`config.mk`:
```
export PLATFORM = sky130hd
export DESIGN_NAME = ps2_set1_scancode_to_key_events_flat
export DESIGN_NICKNAME = d
export VERILOG_FILES = /design/src/sv/ps2s1_pkg.sv /design/src/sv/ps2s1_ifs.sv /design/src/sv/ps2s1_decode.sv /design/src/sv/ps2_set1_scancode_to_key_events.sv /design/src/flat_wrapper.sv
export SDC_FILE = /design/constraint.sdc
export NUM_CORES = 1
export LEC_CHECK = 0
export BUFFER_PORTS_ARGS = -buffer_cell sky130_fd_sc_hd__buf_2
export CORE_ASPECT_RATIO = 1.4
export CORE_MARGIN = 5
export CORE_UTILIZATION = 35
export CTS_CLUSTER_DIAMETER = 150
export DETAILED_ROUTE_END_ITERATION = 7
export SKIP_CTS_REPAIR_TIMING = 1
export SYNTH_ARGS = -nofsm -noshare
export SYNTH_HDL_FRONTEND = slang
export SYNTH_HIERARCHICAL = 1
export SYNTH_SLANG_ARGS = --single-unit
```
`constraint.sdc`:
```
create_clock -name clk -period 18.1 [get_ports clk]
set_input_delay 0.905 -clock clk [delete_from_list [all_inputs] [get_ports clk]]
set_output_delay 0.905 -clock clk [all_outputs]
set_load 0.05 [all_outputs]
```
`src/sv/ps2s1_pkg.sv`:
```
`default_nettype none

package ps2s1_pkg;

    // Scan code set 1 framing
    localparam int unsigned MAKE_CODE_RANGE = 128;
    localparam logic [7:0]  PREFIX_BYTE     = 8'hE0;
    localparam logic [6:0]  LSHIFT_MAKE     = 7'h2A;
    localparam logic [6:0]  RSHIFT_MAKE     = 7'h36;

    // Size of the per-key down store
    localparam int unsigned KEY_CODE_SPACE_DEF = 256;

    // Configuration register indexes
    localparam int unsigned CFG_INDEX_W    = 1;
    localparam int unsigned CFG_DATA_W     = 8;
    localparam logic [CFG_INDEX_W-1:0] CFG_LEFT_SHIFT  = 1'd0;
    localparam logic [CFG_INDEX_W-1:0] CFG_RIGHT_SHIFT = 1'd1;
    localparam logic [7:0] LEFT_SHIFT_RESET  = 8'd128;
    localparam logic [7:0] RIGHT_SHIFT_RESET = 8'd129;

    // Event kinds
    localparam logic [1:0] KIND_DOWN = 2'd0;
    localparam logic [1:0] KIND_UP   = 2'd1;
    localparam logic [1:0] KIND_CHAR = 2'd2;

    typedef struct packed {
        logic [1:0] event_kind;
        logic [7:0] key_value;
        logic       was_down;
        logic       last_of_run;
    } event_t;

    // Decode of one byte: results, next prefix state and key store update
    typedef struct packed {
        logic [1:0] count;
        event_t     ev0;
        event_t     ev1;
        logic       prefix_next;
        logic       upd_en;
        logic       upd_val;
        logic [7:0] upd_code;
    } dec_t;

    // Fixed make-code map: digits and letters, zero when unmapped
    function automatic logic [7:0] make_rom(input logic [6:0] sc);
        logic [7:0] r;
        r = 8'h00;
        case (sc)
            7'h02: r = "1";
            7'h03: r = "2";
            7'h04: r = "3";
            7'h05: r = "4";
            7'h06: r = "5";
            7'h07: r = "6";
            7'h08: r = "7";
            7'h09: r = "8";
            7'h0a: r = "9";
            7'h0b: r = "0";
            7'h10: r = "q";
            7'h11: r = "w";
            7'h12: r = "e";
            7'h13: r = "r";
            7'h14: r = "t";
            7'h15: r = "y";
            7'h16: r = "u";
            7'h17: r = "i";
            7'h18: r = "o";
            7'h19: r = "p";
            7'h1e: r = "a";
            7'h1f: r = "s";
            7'h20: r = "d";
            7'h21: r = "f";
            7'h22: r = "g";
            7'h23: r = "h";
            7'h24: r = "j";
            7'h25: r = "k";
            7'h26: r = "l";
            7'h2c: r = "z";
            7'h2d: r = "x";
            7'h2e: r = "c";
            7'h2f: r = "v";
            7'h30: r = "b";
            7'h31: r = "n";
            7'h32: r = "m";
            default: r = 8'h00;
        endcase
        return r;
    endfunction

    // Shifted character of a printable key, zero when not printable
    function automatic logic [7:0] shifted_of(input logic [7:0] code);
        logic [7:0] r;
        r = 8'h00;
        case (code)
            "0": r = ")";
            "1": r = "!";
            "2": r = "@";
            "3": r = "#";
            "4": r = "$";
            "5": r = "%";
            "6": r = "^";
            "7": r = "&";
            "8": r = "*";
            "9": r = "(";
            default:
            begin
                if (code >= "a" && code <= "z")
                begin
                    r = code - 8'd32;
                end
            end
        endcase
        return r;
    endfunction

endpackage

`default_nettype wire

```
`src/sv/ps2s1_ifs.sv`:
```
`default_nettype none

// Raw scan byte channel
interface ps2s1_byte_if
    import ps2s1_pkg::*;
();
    logic       valid;
    logic       ready;
    logic [7:0] scan_byte;

    modport source (output valid, output scan_byte, input ready);
    modport sink   (input valid, input scan_byte, output ready);
endinterface

// Key event channel
interface ps2s1_event_if
    import ps2s1_pkg::*;
();
    logic       valid;
    logic       ready;
    logic [1:0] event_kind;
    logic [7:0] key_value;
    logic       was_down;
    logic       last_of_run;

    modport source (output valid, output event_kind, output key_value,
                    output was_down, output last_of_run, input ready);
    modport sink   (input valid, input event_kind, input key_value,
                    input was_down, input last_of_run, output ready);
endinterface

`default_nettype wire

```
`src/sv/ps2s1_decode.sv`:
```
`default_nettype none

module ps2s1_decode
    import ps2s1_pkg::*;
(
    input  wire logic [7:0] scan_byte,
    input  wire logic       prefix_pending,
    input  wire logic [7:0] left_shift_code,
    input  wire logic [7:0] right_shift_code,
    input  wire logic       prior,
    input  wire logic       left_held,
    input  wire logic       right_held,
    output dec_t            dec
);

    logic [6:0] sc;
    logic [7:0] rom_code;
    logic [7:0] code;
    logic       mapped;
    logic       is_make;
    logic [7:0] sh;
    logic       shift_held;

    // Map the 7-bit scan code to a key code
    always_comb
    begin
        sc       = scan_byte[6:0];
        rom_code = make_rom(sc);
        if (sc == LSHIFT_MAKE)
        begin
            code   = left_shift_code;
            mapped = 1'b1;
        end
        else if (sc == RSHIFT_MAKE)
        begin
            code   = right_shift_code;
            mapped = 1'b1;
        end
        else
        begin
            code   = rom_code;
            mapped = (rom_code != 8'h00);
        end
    end

    // Shift test sees the pressed key already down
    assign is_make    = ({1'b0, scan_byte} < 9'(MAKE_CODE_RANGE));
    assign sh         = shifted_of(code);
    assign shift_held = left_held  || (left_shift_code == code) ||
                        right_held || (right_shift_code == code);

    // Build results and the state update
    always_comb
    begin
        dec             = '0;
        dec.upd_code    = code;
        if (prefix_pending)
        begin
            dec.prefix_next = 1'b0;
        end
        else if (scan_byte == PREFIX_BYTE)
        begin
            dec.prefix_next = 1'b1;
        end
        else if (mapped && is_make)
        begin
            dec.upd_en             = 1'b1;
            dec.upd_val            = 1'b1;
            dec.ev0.event_kind     = KIND_DOWN;
            dec.ev0.key_value      = code;
            dec.ev0.was_down       = prior;
            if (sh == 8'h00)
            begin
                dec.count           = 2'd1;
                dec.ev0.last_of_run = 1'b1;
            end
            else
            begin
                dec.count           = 2'd2;
                dec.ev1.event_kind  = KIND_CHAR;
                dec.ev1.key_value   = shift_held ? sh : code;
                dec.ev1.last_of_run = 1'b1;
            end
        end
        else if (mapped)
        begin
            dec.upd_en          = 1'b1;
            dec.upd_val         = 1'b0;
            dec.count           = 2'd1;
            dec.ev0.event_kind  = KIND_UP;
            dec.ev0.key_value   = code;
            dec.ev0.last_of_run = 1'b1;
        end
    end

endmodule

`default_nettype wire

```
`src/sv/ps2_set1_scancode_to_key_events.sv`:
```
`default_nettype none

// Channel   Role   Transaction
// scan      sink   one raw scan code set 1 byte
// events    source one key event (down, up or character)
// cfg_*     write  shift key code registers, index 0 left, 1 right
//
// A byte is taken into an input register together with the stored down bit of its key,
// decoded in one pass, and its results (up to two) land in a two-entry result register;
// the first result is then offered from the result register. The next byte is decoded as the last
// result leaves, so a printable key press, with two results, holds the next byte longer than
// any other byte. After reset the key store is cleared one entry a cycle (KEY_CODE_SPACE
// entries, 256 by default) with scan held off; a configuration write holds scan off while
// the shift key state is reloaded. Reset drops any byte or result in flight. Stalls on
// events back up into scan.

module ps2_set1_scancode_to_key_events
    import ps2s1_pkg::*;
#(
    parameter int unsigned KEY_CODE_SPACE = KEY_CODE_SPACE_DEF
) (
    input  wire logic                   clk,
    input  wire logic                   rst_n,
    ps2s1_byte_if.sink                  scan,
    ps2s1_event_if.source               events,
    input  wire logic                   cfg_we,
    input  wire logic [CFG_INDEX_W-1:0] cfg_index,
    input  wire logic [CFG_DATA_W-1:0]  cfg_data
);

    localparam int unsigned KEY_W = $clog2(KEY_CODE_SPACE);

    logic             in_valid_reg;
    logic [7:0]       in_byte_reg;
    logic             prior_reg;
    logic             prefix_reg;
    logic [7:0]       left_shift_reg;
    logic [7:0]       right_shift_reg;
    logic             left_held_reg;
    logic             right_held_reg;
    logic             clearing_reg;
    logic             refresh_reg;
    logic [KEY_W-1:0] clr_addr_reg;
    logic             key_mem [KEY_CODE_SPACE];
    logic [1:0]       cnt_reg;
    logic [1:0]       cnt_next;
    event_t           res0_reg;
    event_t           res1_reg;
    dec_t             dec;
    logic [7:0]       in_code;
    logic [KEY_W-1:0] rd_addr;
    logic             in_fire;
    logic             fwd_hit;
    logic             out_fire;
    logic             advance;

    // Decode the held byte
    ps2s1_decode u_decode (
        .scan_byte        (in_byte_reg),
        .prefix_pending   (prefix_reg),
        .left_shift_code  (left_shift_reg),
        .right_shift_code (right_shift_reg),
        .prior            (prior_reg),
        .left_held        (left_held_reg),
        .right_held       (right_held_reg),
        .dec              (dec)
    );

    // Handshake and flow control
    assign out_fire   = events.valid && events.ready;
    assign advance    = in_valid_reg && ((cnt_reg == 2'd0) || (cnt_reg == 2'd1 && out_fire));
    assign scan.ready = !clearing_reg && !refresh_reg && (!in_valid_reg || advance);
    assign in_fire    = scan.valid && scan.ready;

    assign events.valid       = (cnt_reg != 2'd0);
    assign events.event_kind  = res0_reg.event_kind;
    assign events.key_value   = res0_reg.key_value;
    assign events.was_down    = res0_reg.was_down;
    assign events.last_of_run = res0_reg.last_of_run;

    always_comb
    begin
        if (advance)
        begin
            cnt_next = dec.count;
        end
        else if (out_fire)
        begin
            cnt_next = cnt_reg - 2'd1;
        end
        else
        begin
            cnt_next = cnt_reg;
        end
    end

    // Key code of the incoming byte, used as the key store read address
    always_comb
    begin
        if (scan.scan_byte[6:0] == LSHIFT_MAKE)
        begin
            in_code = left_shift_reg;
        end
        else if (scan.scan_byte[6:0] == RSHIFT_MAKE)
        begin
            in_code = right_shift_reg;
        end
        else
        begin
            in_code = make_rom(scan.scan_byte[6:0]);
        end
    end

    assign rd_addr = refresh_reg ? KEY_W'(left_shift_reg) : KEY_W'(in_code);
    assign fwd_hit = advance && dec.upd_en && (dec.upd_code == in_code);

    // Hold the incoming byte
    always_ff @(posedge clk or negedge rst_n)
    begin
        if (!rst_n)
        begin
            in_valid_reg <= 1'b0;
        end
        else if (scan.ready)
        begin
            in_valid_reg <= scan.valid;
        end
    end

    // Capture the byte and its key's down bit, bypassing a write in the same cycle
    always_ff @(posedge clk)
    begin
        if (in_fire)
        begin
            in_byte_reg <= scan.scan_byte;
            prior_reg   <= fwd_hit ? dec.upd_val : key_mem[rd_addr];
        end
    end

    // Advance decoder state
    always_ff @(posedge clk or negedge rst_n)
    begin
        if (!rst_n)
        begin
            prefix_reg <= 1'b0;
            cnt_reg    <= 2'd0;
        end
        else
        begin
            cnt_reg <= cnt_next;
            if (advance)
            begin
                prefix_reg <= dec.prefix_next;
            end
        end
    end

    // Key store writes: clearing pass after reset, then at most one update per byte
    always_ff @(posedge clk)
    begin
        if (clearing_reg)
        begin
            key_mem[clr_addr_reg] <= 1'b0;
        end
        else if (advance && dec.upd_en)
        begin
            key_mem[KEY_W'(dec.upd_code)] <= dec.upd_val;
        end
    end

    // Clear sequencing and the down state of both shift key codes
    always_ff @(posedge clk or negedge rst_n)
    begin
        if (!rst_n)
        begin
            clearing_reg   <= 1'b1;
            clr_addr_reg   <= '0;
            refresh_reg    <= 1'b0;
            left_held_reg  <= 1'b0;
            right_held_reg <= 1'b0;
        end
        else
        begin
            if (clearing_reg)
            begin
                clr_addr_reg <= clr_addr_reg + KEY_W'(1);
                if (clr_addr_reg == KEY_W'(KEY_CODE_SPACE - 1))
                begin
                    clearing_reg <= 1'b0;
                end
            end
            if (cfg_we)
            begin
                refresh_reg <= 1'b1;
            end
            else if (!clearing_reg)
            begin
                refresh_reg <= 1'b0;
            end
            if (refresh_reg && !clearing_reg)
            begin
                left_held_reg  <= key_mem[rd_addr];
                right_held_reg <= key_mem[KEY_W'(right_shift_reg)];
            end
            else if (advance && dec.upd_en)
            begin
                if (dec.upd_code == left_shift_reg)
                begin
                    left_held_reg <= dec.upd_val;
                end
                if (dec.upd_code == right_shift_reg)
                begin
                    right_held_reg <= dec.upd_val;
                end
            end
        end
    end

    // Load results, shift the second up on a pop
    always_ff @(posedge clk)
    begin
        if (advance)
        begin
            res0_reg <= dec.ev0;
            res1_reg <= dec.ev1;
        end
        else if (out_fire)
        begin
            res0_reg <= res1_reg;
        end
    end

    // Configuration writes
    always_ff @(posedge clk or negedge rst_n)
    begin
        if (!rst_n)
        begin
            left_shift_reg  <= LEFT_SHIFT_RESET;
            right_shift_reg <= RIGHT_SHIFT_RESET;
        end
        else if (cfg_we)
        begin
            unique case (cfg_index)
                CFG_LEFT_SHIFT:  left_shift_reg  <= cfg_data;
                CFG_RIGHT_SHIFT: right_shift_reg <= cfg_data;
                default:         ;
            endcase
        end
    end

endmodule

`default_nettype wire
```
`src/flat_wrapper.sv`:
```
// flat-port wrapper written by rule: the top's interface ports become plain ports
module ps2_set1_scancode_to_key_events_flat import ps2s1_pkg::*;
#(
    parameter int unsigned KEY_CODE_SPACE = KEY_CODE_SPACE_DEF
)
  (clk, rst_n, cfg_we, cfg_index, cfg_data, scan_valid, scan_scan_byte, scan_ready, events_valid, events_event_kind, events_key_value, events_was_down, events_last_of_run, events_ready);
  ps2s1_byte_if scan_i ();
  ps2s1_event_if events_i ();
  input  wire logic clk;
  input  wire logic rst_n;
  input  wire logic cfg_we;
  input  wire logic [CFG_INDEX_W-1:0] cfg_index;
  input  wire logic [CFG_DATA_W-1:0] cfg_data;
  input wire logic [$bits(scan_i.valid)-1:0] scan_valid;
  input wire logic [$bits(scan_i.scan_byte)-1:0] scan_scan_byte;
  output wire logic [$bits(scan_i.ready)-1:0] scan_ready;
  output wire logic [$bits(events_i.valid)-1:0] events_valid;
  output wire logic [$bits(events_i.event_kind)-1:0] events_event_kind;
  output wire logic [$bits(events_i.key_value)-1:0] events_key_value;
  output wire logic [$bits(events_i.was_down)-1:0] events_was_down;
  output wire logic [$bits(events_i.last_of_run)-1:0] events_last_of_run;
  input wire logic [$bits(events_i.ready)-1:0] events_ready;
  assign scan_i.valid = scan_valid;
  assign scan_i.scan_byte = scan_scan_byte;
  assign scan_ready = scan_i.ready;
  assign events_valid = events_i.valid;
  assign events_event_kind = events_i.event_kind;
  assign events_key_value = events_i.key_value;
  assign events_was_down = events_i.was_down;
  assign events_last_of_run = events_i.last_of_run;
  assign events_i.ready = events_ready;
  ps2_set1_scancode_to_key_events #(.KEY_CODE_SPACE(KEY_CODE_SPACE)) u_core (.clk(clk), .rst_n(rst_n), .scan(scan_i), .events(events_i), .cfg_we(cfg_we), .cfg_index(cfg_index), .cfg_data(cfg_data));
endmodule
```
==> results of run 1 <==
-- power by group through the flow --
stage / combinational, mW / sequential [mW] / clock, mW
after floorplan: 0.413 / 0.990 / 0
after global placement: 0.604 / 0.950 / 0
after detailed placement: 0.612 / 0.951 / 0
after CTS: 0.614 / 0.936 / 0.718
after global routing: 0.661 / 0.942 / 0.747
final: 0.616 / 0.937 / 0.703
-- metrics by stage --
| step | instances | instance area (sq um) | hold slack (ns) |
|---|---|---|---|
| final | 2488 | 21200 | 0.461 |
| after global routing | 2488 | 21200 | 0.509 |
| after CTS | 2488 | 21200 | 0.475 |
| after detailed placement | 2427 | 20100 | 0.481 |
| after global placement | 2427 | 20100 | 0.469 |
| after floorplan | 1788 | 19500 | 0.446 |
-- layout by cell type (no fill, tap or decap), drive strengths merged, types with 16 or more instances in the layout --
cell type	Yosys	layout
a211oi	23	23
a21oi	71	71
buf	67	58
clkbuf	80	42
dfrtp	28	28
edfxtp	289	289
ha	26	26
inv	38	39
mux2	26	26
mux2i	35	35
mux4	98	98
nand2	235	235
nand2b	17	17
nand3	45	45
nand4	26	26
nor2	305	305
nor3	34	34
o21ai	45	45
or3	16	16
xnor2	31	31
-- metal layers --
metal / GRT usage, % / vias up / routed length [um]
li1: - / 6517 / -
met5: 0 / - / 0
met2: 33.8 / 670 / 29700
met1: 22.1 / 7324 / 21200
met3: 2.41 / 183 / 4310
met4: 10.2 / 0 / 3380
-- logic make-up (layout without fill, tap and decap cells) --
| logic type | count (synthesis) | in the layout | synth area share (%) |
|---|---|---|---|
| XOR/XNOR | 39 | 39 | 1.75 |
| other | 1 | 3 | 0.0192 |
| AO/OA/AOI/OAI | 293 | 293 | 11.2 |
| adder cells (fa/ha/maj) | 26 | 26 | 1.67 |
| buffers and inverters | 185 | 157 | 4.61 |
| flip-flops | 321 | 321 | 48.5 |
| AND/OR/NAND/NOR | 762 | 762 | 17.6 |
| multiplexers | 159 | 159 | 14.6 |
-- worst max-delay path by stage --
| stage | to | slack, ns |
|---|---|---|
| after CTS | u_core/prior_reg$_DFFE_PP_ | 12.29 |
| after floorplan | u_core/key_mem[0]$_DFFE_PP_ | 8.08 |
| final | u_core/prior_reg$_DFFE_PP_ | 12.17 |
| after global placement | u_core/prior_reg$_DFFE_PP_ | 11.81 |
| after global routing | u_core/prior_reg$_DFFE_PP_ | 11.80 |
| after detailed placement | u_core/prior_reg$_DFFE_PP_ | 11.75 |
-- area by class of cell --
| class | count | area (sq um) |
|---|---|---|
| fillers | 5352 | 34000 |
| flip-flops and latches | 321 | 9490 |
| multi-input cells | 1282 | 9200 |
| clock buffers | 42 | 912 |
| well taps | 728 | 911 |
| repair buffers | 58 | 360 |
| clock inverters | 19 | 196 |
| inverters | 38 | 143 |
-- synth_stat cells, types with 13 or more instances --
| library cell | count |
|---|---|
| a211oi_1 | 21 |
| a21oi_1 | 68 |
| and3_1 | 13 |
| buf_2 | 27 |
| buf_4 | 18 |
| buf_6 | 14 |
| clkbuf_1 | 80 |
| dfrtp_1 | 28 |
| edfxtp_1 | 289 |
| ha_1 | 26 |
| inv_1 | 34 |
| mux2_2 | 23 |
| mux2i_1 | 35 |
| mux4_2 | 98 |
| nand2_1 | 235 |
| nand2b_1 | 17 |
| nand3_1 | 44 |
| nand4_1 | 26 |
| nor2_1 | 304 |
| nor3_1 | 33 |
| o21ai_0 | 37 |
| o31ai_1 | 13 |
| or3_1 | 16 |
| xnor2_1 | 31 |
-- worst max-delay path, delay by kind of cell --
| kind | cells | cell delay (ns) |
|---|---|---|
| AOI/OAI and AO/OA | 7 | 1.85 |
| and+or+nand+nor | 5 | 1.63 |
| adders and majority gates | 1 | 0.31 |
| buffers and inverters | 4 | 1.43 |
==> impl_metrics.sql, run 1 <==
INSERT INTO impl_metrics (metric_group, metric, value, unit) VALUES
('global_route', 'grt_antenna_before_repair', '0', ''),
('timing', 'final.min_clock_period', '5.93', 'ns'),
('detailed_routing', 'drt_initial_violations', '1630', ''),
('worst_setup_path', 'timing.critical_path.cells', 'buf_2, inv_1, ha_1, nor2b_1, a31oi_2, nand2b_1, o31ai_4, buf_4, buf_4, nand2_1, o211ai_1, a21oi_1, o31ai_1, nor3_1, or4_1, o31ai_1, o21ai_1', ''),
('cells_and_area', 'area_growth_syn_to_layout', '8.58', '%'),
('timing', 'slew-limit-headroom', '19.0', '%'),
('synthesis', 'synth.area.top_cells', 'edfxtp_1, mux4_2, nor2_1', ''),
('synthesis', 'synth.yosys.seq_area_share', '48.5', '%'),
('detailed_routing', 'drt-total-wl', '58.6', 'mm'),
('pwr', 'ir_worst_vdd', '0.0637', 'mV'),
('die', 'start_util', '35.4', '%'),
('detailed_routing', 'first_pass_iters', '5', ''),
('pwr', 'total_switching_power', '0.757', 'mW'),
('cells_and_area', 'finalCoreUtilization', '38.4', '%'),
('detailed_routing', 'via_total_after_detailed_routing', '14700', ''),
('global_route', 'grt_start_max_net_pins', '257', ''),
('detailed_routing', 'wire_per_inst', '23.5', 'um'),
('synthesis', 'number_of_cells_produced_by_synthesis', '1786', ''),
('synthesis', 'syn_area', '19500', 'sq um'),
('status', 'run_status', 'complete, no violations', ''),
('clock_network', 'ctsHtreeMaxLevel', '2', ''),
('pwr', 'sw_frac_of_total', '33.6', '%'),
('worst_setup_path', 'cp-start-kind', 'input port', ''),
('synthesis', 'synth_async_sr_flop_share', '9.97', '%'),
('cells_and_area', 'largest_register_ff_count', '256', ''),
('timing', 'fin_worst_skew', '0.0256', 'ns'),
('pwr', 'total_leakage_power', '7.03', 'nW'),
('worst_setup_path', 'timing.critical_path.to_type', 'register', ''),
('worst_setup_path', 'crit_path_max_incr_delay', '0.67', 'ns'),
('timing', 'final-setup-viol-count', '0', ''),
('pwr', 'p_clk_share', '31.2', '%'),
('timing', 'totalNegativeSetupSlack', '0', 'ns'),
('synthesis', 'synth_largest_area_cell', 'edfxtp_1', ''),
('die', 'placeableCoreArea', '55300', 'sq um'),
('timing', 'grt_setup_unrepaired', 'no', ''),
('global_route', 'overflow', '0', ''),
('worst_setup_path', 'critical_path_required', '18.36', 'ns'),
('synthesis', 'synthDominantCellAreaShare', '44.4', '%'),
('detailed_routing', 'drc_violations_left', '0', ''),
('die', 'die_width', '210', 'um'),
('worst_hold_path', 'min-delay-path-class', 'input port to asynchronous set/reset pin', ''),
('die', 'die_span_y', '290', 'um'),
('synthesis', 'yosys_register_bits', '321', ''),
('worst_setup_path', 'timing.setup.critical_path_class', 'input port to register', ''),
('flow_run', 'max_cap_check_violation_count', '0', ''),
('worst_setup_path', 'r2r_worst_path_depth', '13', ''),
('worst_setup_path', 'rrSetupSlack', '12.27', 'ns'),
('clock_network', 'clk_path_buf_depth', '3', ''),
('global_route', 'via_count_of_the_first_global_routing_pass', '14900', ''),
('synthesis', 'post_synth.cell_area_avg', '10.9', 'sq um'),
('die', 'die_footprint', '60700', 'sq um'),
('clock_network', 'cts_tree', 'done', ''),
('placed_design', 'dpl_worst_slack', '11.75', 'ns'),
('synthesis', 'number_of_enable_type_register_cells_in_the_synthesized_netlist', '289', ''),
('timing', 'worst_pin_slew', '1.21', 'ns'),
('detailed_routing', 'drt-vias-per-instance', '5.91', ''),
('placed_design', 'place_hpwl', '37.1', 'mm'),
('pwr', 'p_seq_share', '41.5', '%'),
('timing', 'hold_viol', '0', ''),
('pwr', 'power.density', '106', 'nW/um^2'),
('pwr', 'power.combinational.fraction', '27.3', '%'),
('synthesis', 'post_synth_num_cell_types', '107', ''),
('worst_setup_path', 'worst_r2r_endpoint', 'u_core/key_mem[51]$_DFFE_PP_', ''),
('worst_setup_path', 'crit_fanout', '52', ''),
('clock_network', 'clock_sinks', '321', ''),
('clock_network', 'worst_setup_hold_path_clk_slew', '0.06', 'ns'),
('timing', 'final_critical_path_setup_slack', '12.17', 'ns'),
('worst_setup_path', 'timing.rr.start', 'u_core/in_byte_reg[2]$_DFFE_PP_', ''),
('pwr', 'power_report.internal_total', '1.50', 'mW'),
('worst_setup_path', 'cp_slowest_cell', 'a31oi_2', ''),
('global_route', 'grt_pass1_wl', '89.1', 'mm');
Note: power is estimated with default switching activity, not from simulation.
==> run 2, diff against run 1 <==
==> constraint.sdc (replaced) <==
create_clock -name clk -period 5.6 [get_ports clk]
set_input_delay 0.28 -clock clk [delete_from_list [all_inputs] [get_ports clk]]
set_output_delay 0.28 -clock clk [all_outputs]
set_load 0.05 [all_outputs]
==> run 2 against run 1 <==
  * Critical path depth down 3
  * Sequential share of layout area down 0.93 points
  * Total power rose to 3.3 times the previous value
  * Clock skew about the same
  * Combinational power rose to 3.3 times the previous value
  * Cell count up 1.9%
  * Register-to-register slack worse by 12 ns
  * Die area unchanged
==> impl_metrics.sql, run 2 (synthesis results as in run 1) <==
INSERT INTO impl_metrics (metric_group, metric, value, unit) VALUES
('timing', 'slew-limit-headroom', '23.8', '%'),
('clock_network', 'clock_latency', '0.54', 'ns'),
('worst_setup_path', 'timing.rr.start', 'u_core/in_byte_reg[1]$_DFFE_PP_', ''),
('timing', 'layout_worst_path_cycle_share', '86.9', '%'),
('die', 'start_util', '35.4', '%'),
('timing', 'fin_worst_skew', '0.0255', 'ns'),
('detailed_routing', 'drc_violations_left', '0', ''),
('die', 'die_span_y', '290', 'um'),
('pwr', 'ir_worst_vdd', '0.222', 'mV'),
('die', 'die_footprint', '60700', 'sq um'),
('cells_and_area', 'layout.cells.most_common', 'nor2_1', ''),
('worst_setup_path', 'timing.critical_path.to_type', 'register', ''),
('global_route', 'grt_antenna_before_repair', '0', ''),
('placed_design', 'dpl_worst_slack', '0.446', 'ns'),
('worst_setup_path', 'cp-start-kind', 'register', ''),
('global_route', 'via_count_of_the_first_global_routing_pass', '14900', ''),
('die', 'placeableCoreArea', '55300', 'sq um'),
('cells_and_area', 'num_antenna_cells', '0', ''),
('die', 'die_width', '210', 'um'),
('worst_setup_path', 'rrSetupSlack', '0.74', 'ns'),
('cells_and_area', 'multi_input_area', '9200', 'sq um'),
('detailed_routing', 'drt-vias-per-instance', '5.90', ''),
('detailed_routing', 'via_total_after_detailed_routing', '14900', ''),
('timing', 'final.min_clock_period', '4.86', 'ns'),
('flow_run', 'max_cap_check_violation_count', '0', ''),
('detailed_routing', 'first_pass_iters', '5', ''),
('cells_and_area', 'finish.net_count', '1828', ''),
('worst_hold_path', 'holdCritStartpoint', 'cfg_data[0]', ''),
('worst_setup_path', 'crit_fanout', '17', ''),
('cells_and_area', 'filler_cell_count', '5300', ''),
('timing', 'timing.fmax', '206', 'MHz'),
('worst_hold_path', 'min-delay-path-class', 'input port to register', ''),
('clock_network', 'root_buffer', 'clkbuf_16', ''),
('worst_setup_path', 'critical_path_required', '5.84', 'ns'),
('worst_setup_path', 'worst_r2r_endpoint', 'u_core/key_mem[163]$_DFFE_PP_', ''),
('timing', 'hold_viol', '0', ''),
('worst_setup_path', 'timing.setup.critical_path_class', 'register to register', ''),
('pwr', 'post-layout-total-power', '7.38', 'mW'),
('timing', 'final-setup-viol-count', '0', ''),
('timing', 'grt_setup_unrepaired', 'no', ''),
('timing', 'final_critical_path_setup_slack', '0.736', 'ns'),
('cells_and_area', 'fin_area', '21700', 'sq um'),
('worst_setup_path', 'r2r_worst_path_depth', '14', ''),
('timing', 'finalMaxSlewViolations', '0', ''),
('cells_and_area', 'ratio_of_cells_with_drive_above_1_in_the_final_layout', '18.6', '%'),
('clock_network', 'clk_path_buf_depth', '3', ''),
('clock_network', 'worst_setup_hold_path_clk_slew', '0.06', 'ns'),
('clock_network', 'clock_sinks', '321', ''),
('placed_design', 'numPortBuffers', '35', ''),
('global_route', 'gr-usage-all-layers', '18.9', '%'),
('worst_hold_path', 'holdPathEnd', 'u_core/right_shift_reg[0]$_DFFE_PN1P_', ''),
('clock_network', 'cts_made_buffers', '35', ''),
('detailed_routing', 'drt_initial_violations', '1528', ''),
('clock_network', 'ctsHtreeMaxLevel', '2', ''),
('global_route', 'grt_start_max_net_pins', '156', ''),
('timing', 'worst_pin_slew', '1.11', 'ns'),
('cells_and_area', 'area_growth_syn_to_layout', '10.9', '%'),
('die', 'rows', '102', ''),
('global_route', 'grt_pass1_wl', '89.2', 'mm'),
('placed_design', 'routabilityCongestion', '0.891', ''),
('detailed_routing', 'ant_nets', '0', ''),
('cells_and_area', 'largest_register_ff_count', '256', ''),
('global_route', 'overflow', '0', ''),
('detailed_routing', 'wire_per_inst', '23.1', 'um'),
('timing', 'totalNegativeSetupSlack', '0', 'ns'),
('detailed_routing', 'drt-total-wl', '58.4', 'mm'),
('die', 'pin_count', '36', ''),
('placed_design', 'placed_cell_area', '20500', 'sq um'),
('placed_design', 'place_hpwl', '38.4', 'mm'),
('pwr', 'power.density', '341', 'nW/um^2'),
('worst_hold_path', 'worst_hold_stages', '2', ''),
('cells_and_area', 'final_cell_mix', 'nor2_1, edfxtp_1, nand2_1, mux4_2, a21oi_1', ''),
('pwr', 'total_leakage_power', '7.26', 'nW'),
('clock_network', 'cts_tree', 'done', ''),
('status', 'run_status', 'complete, no violations', ''),
('worst_setup_path', 'cp_data_arrival_time', '5.10', 'ns'),
('cells_and_area', 'layout.area.seq', '9490', 'sq um');
-- run 2: cell types whose count changed in the layout (fill, tap and decap cells not counted), sizes merged --
cell	change
buf	+39
clkbuf	-1
clkinv	-1
clkinvlp	+2
dlygate4sd3	+5
inv	+3
-- run 2: cell type report --
type	count	share of cell area, %
Tap cell	728	4.21
Timing Repair Buffer	102	3.59
Multi-Input combinational cell	1282	42.5
Clock buffer	41	4.25
Sequential cell	321	43.8
Inverter	38	0.659
Clock inverter	23	1.02
-- run 2: worst max-delay path by stage --
stage | startpoint | to | cells past startpoint
global placement | scan_scan_byte[0] | u_core/prior_reg$_DFFE_PP_ | 13
finish | u_core/in_byte_reg[1]$_DFFE_PP_ | u_core/key_mem[163]$_DFFE_PP_ | 14
detailed placement | scan_scan_byte[0] | u_core/prior_reg$_DFFE_PP_ | 14
global route | u_core/in_byte_reg[1]$_DFFE_PP_ | u_core/key_mem[166]$_DFFE_PP_ | 14
CTS | u_core/in_byte_reg[1]$_DFFE_PP_ | u_core/key_mem[156]$_DFFE_PP_ | 14
floorplan | u_core/in_byte_reg[1]$_DFFE_PP_ | u_core/key_mem[0]$_DFFE_PP_ | 12
-- run 2: where the power goes --
part	switching, mW	internal (mW)
combinational	1.35	0.710
sequential	0.129	2.89
clock	0.973	1.33
total	2.46	4.93
-- run 2: layer usage --
metal  up-vias  part of all wire (%)  GRT usage, %
li1       6601                     -             -
met1      7496                    37          22.1
met2       672                    51          33.7
met3       178                   6.6          2.45
met4         0                   6.1          10.1
met5         -                     0             0
-- run 2: stage by stage --
step / cells / hold slack (ns) / util, %
2_1_floorplan: 1788 / -0.0156 / -
3_3_place_gp: 2466 / 0.414 / 37.0
3_5_place_dp: 2466 / 0.417 / 37.0
4_1_cts: 2530 / -0.146 / 39.1
5_1_grt: 2535 / 0.00427 / 39.2
6_report: 2535 / 0.0127 / 39.2
-- run 2: critical path: stages (launching register included) --
cell and delay, ns:
edfxtp_1 0.52, inv_1 0.26, ha_1 0.36, or3b_1 0.37, o311ai_0 0.10, o21ai_1 0.24, o21ai_0 0.37, o41ai_4 0.09
inv_1 0.17, nand2_1 0.17, nor2_1 0.81, nand3b_1 0.15, nand2_1 0.29, nand2_1 0.41, nor2_1 0.26
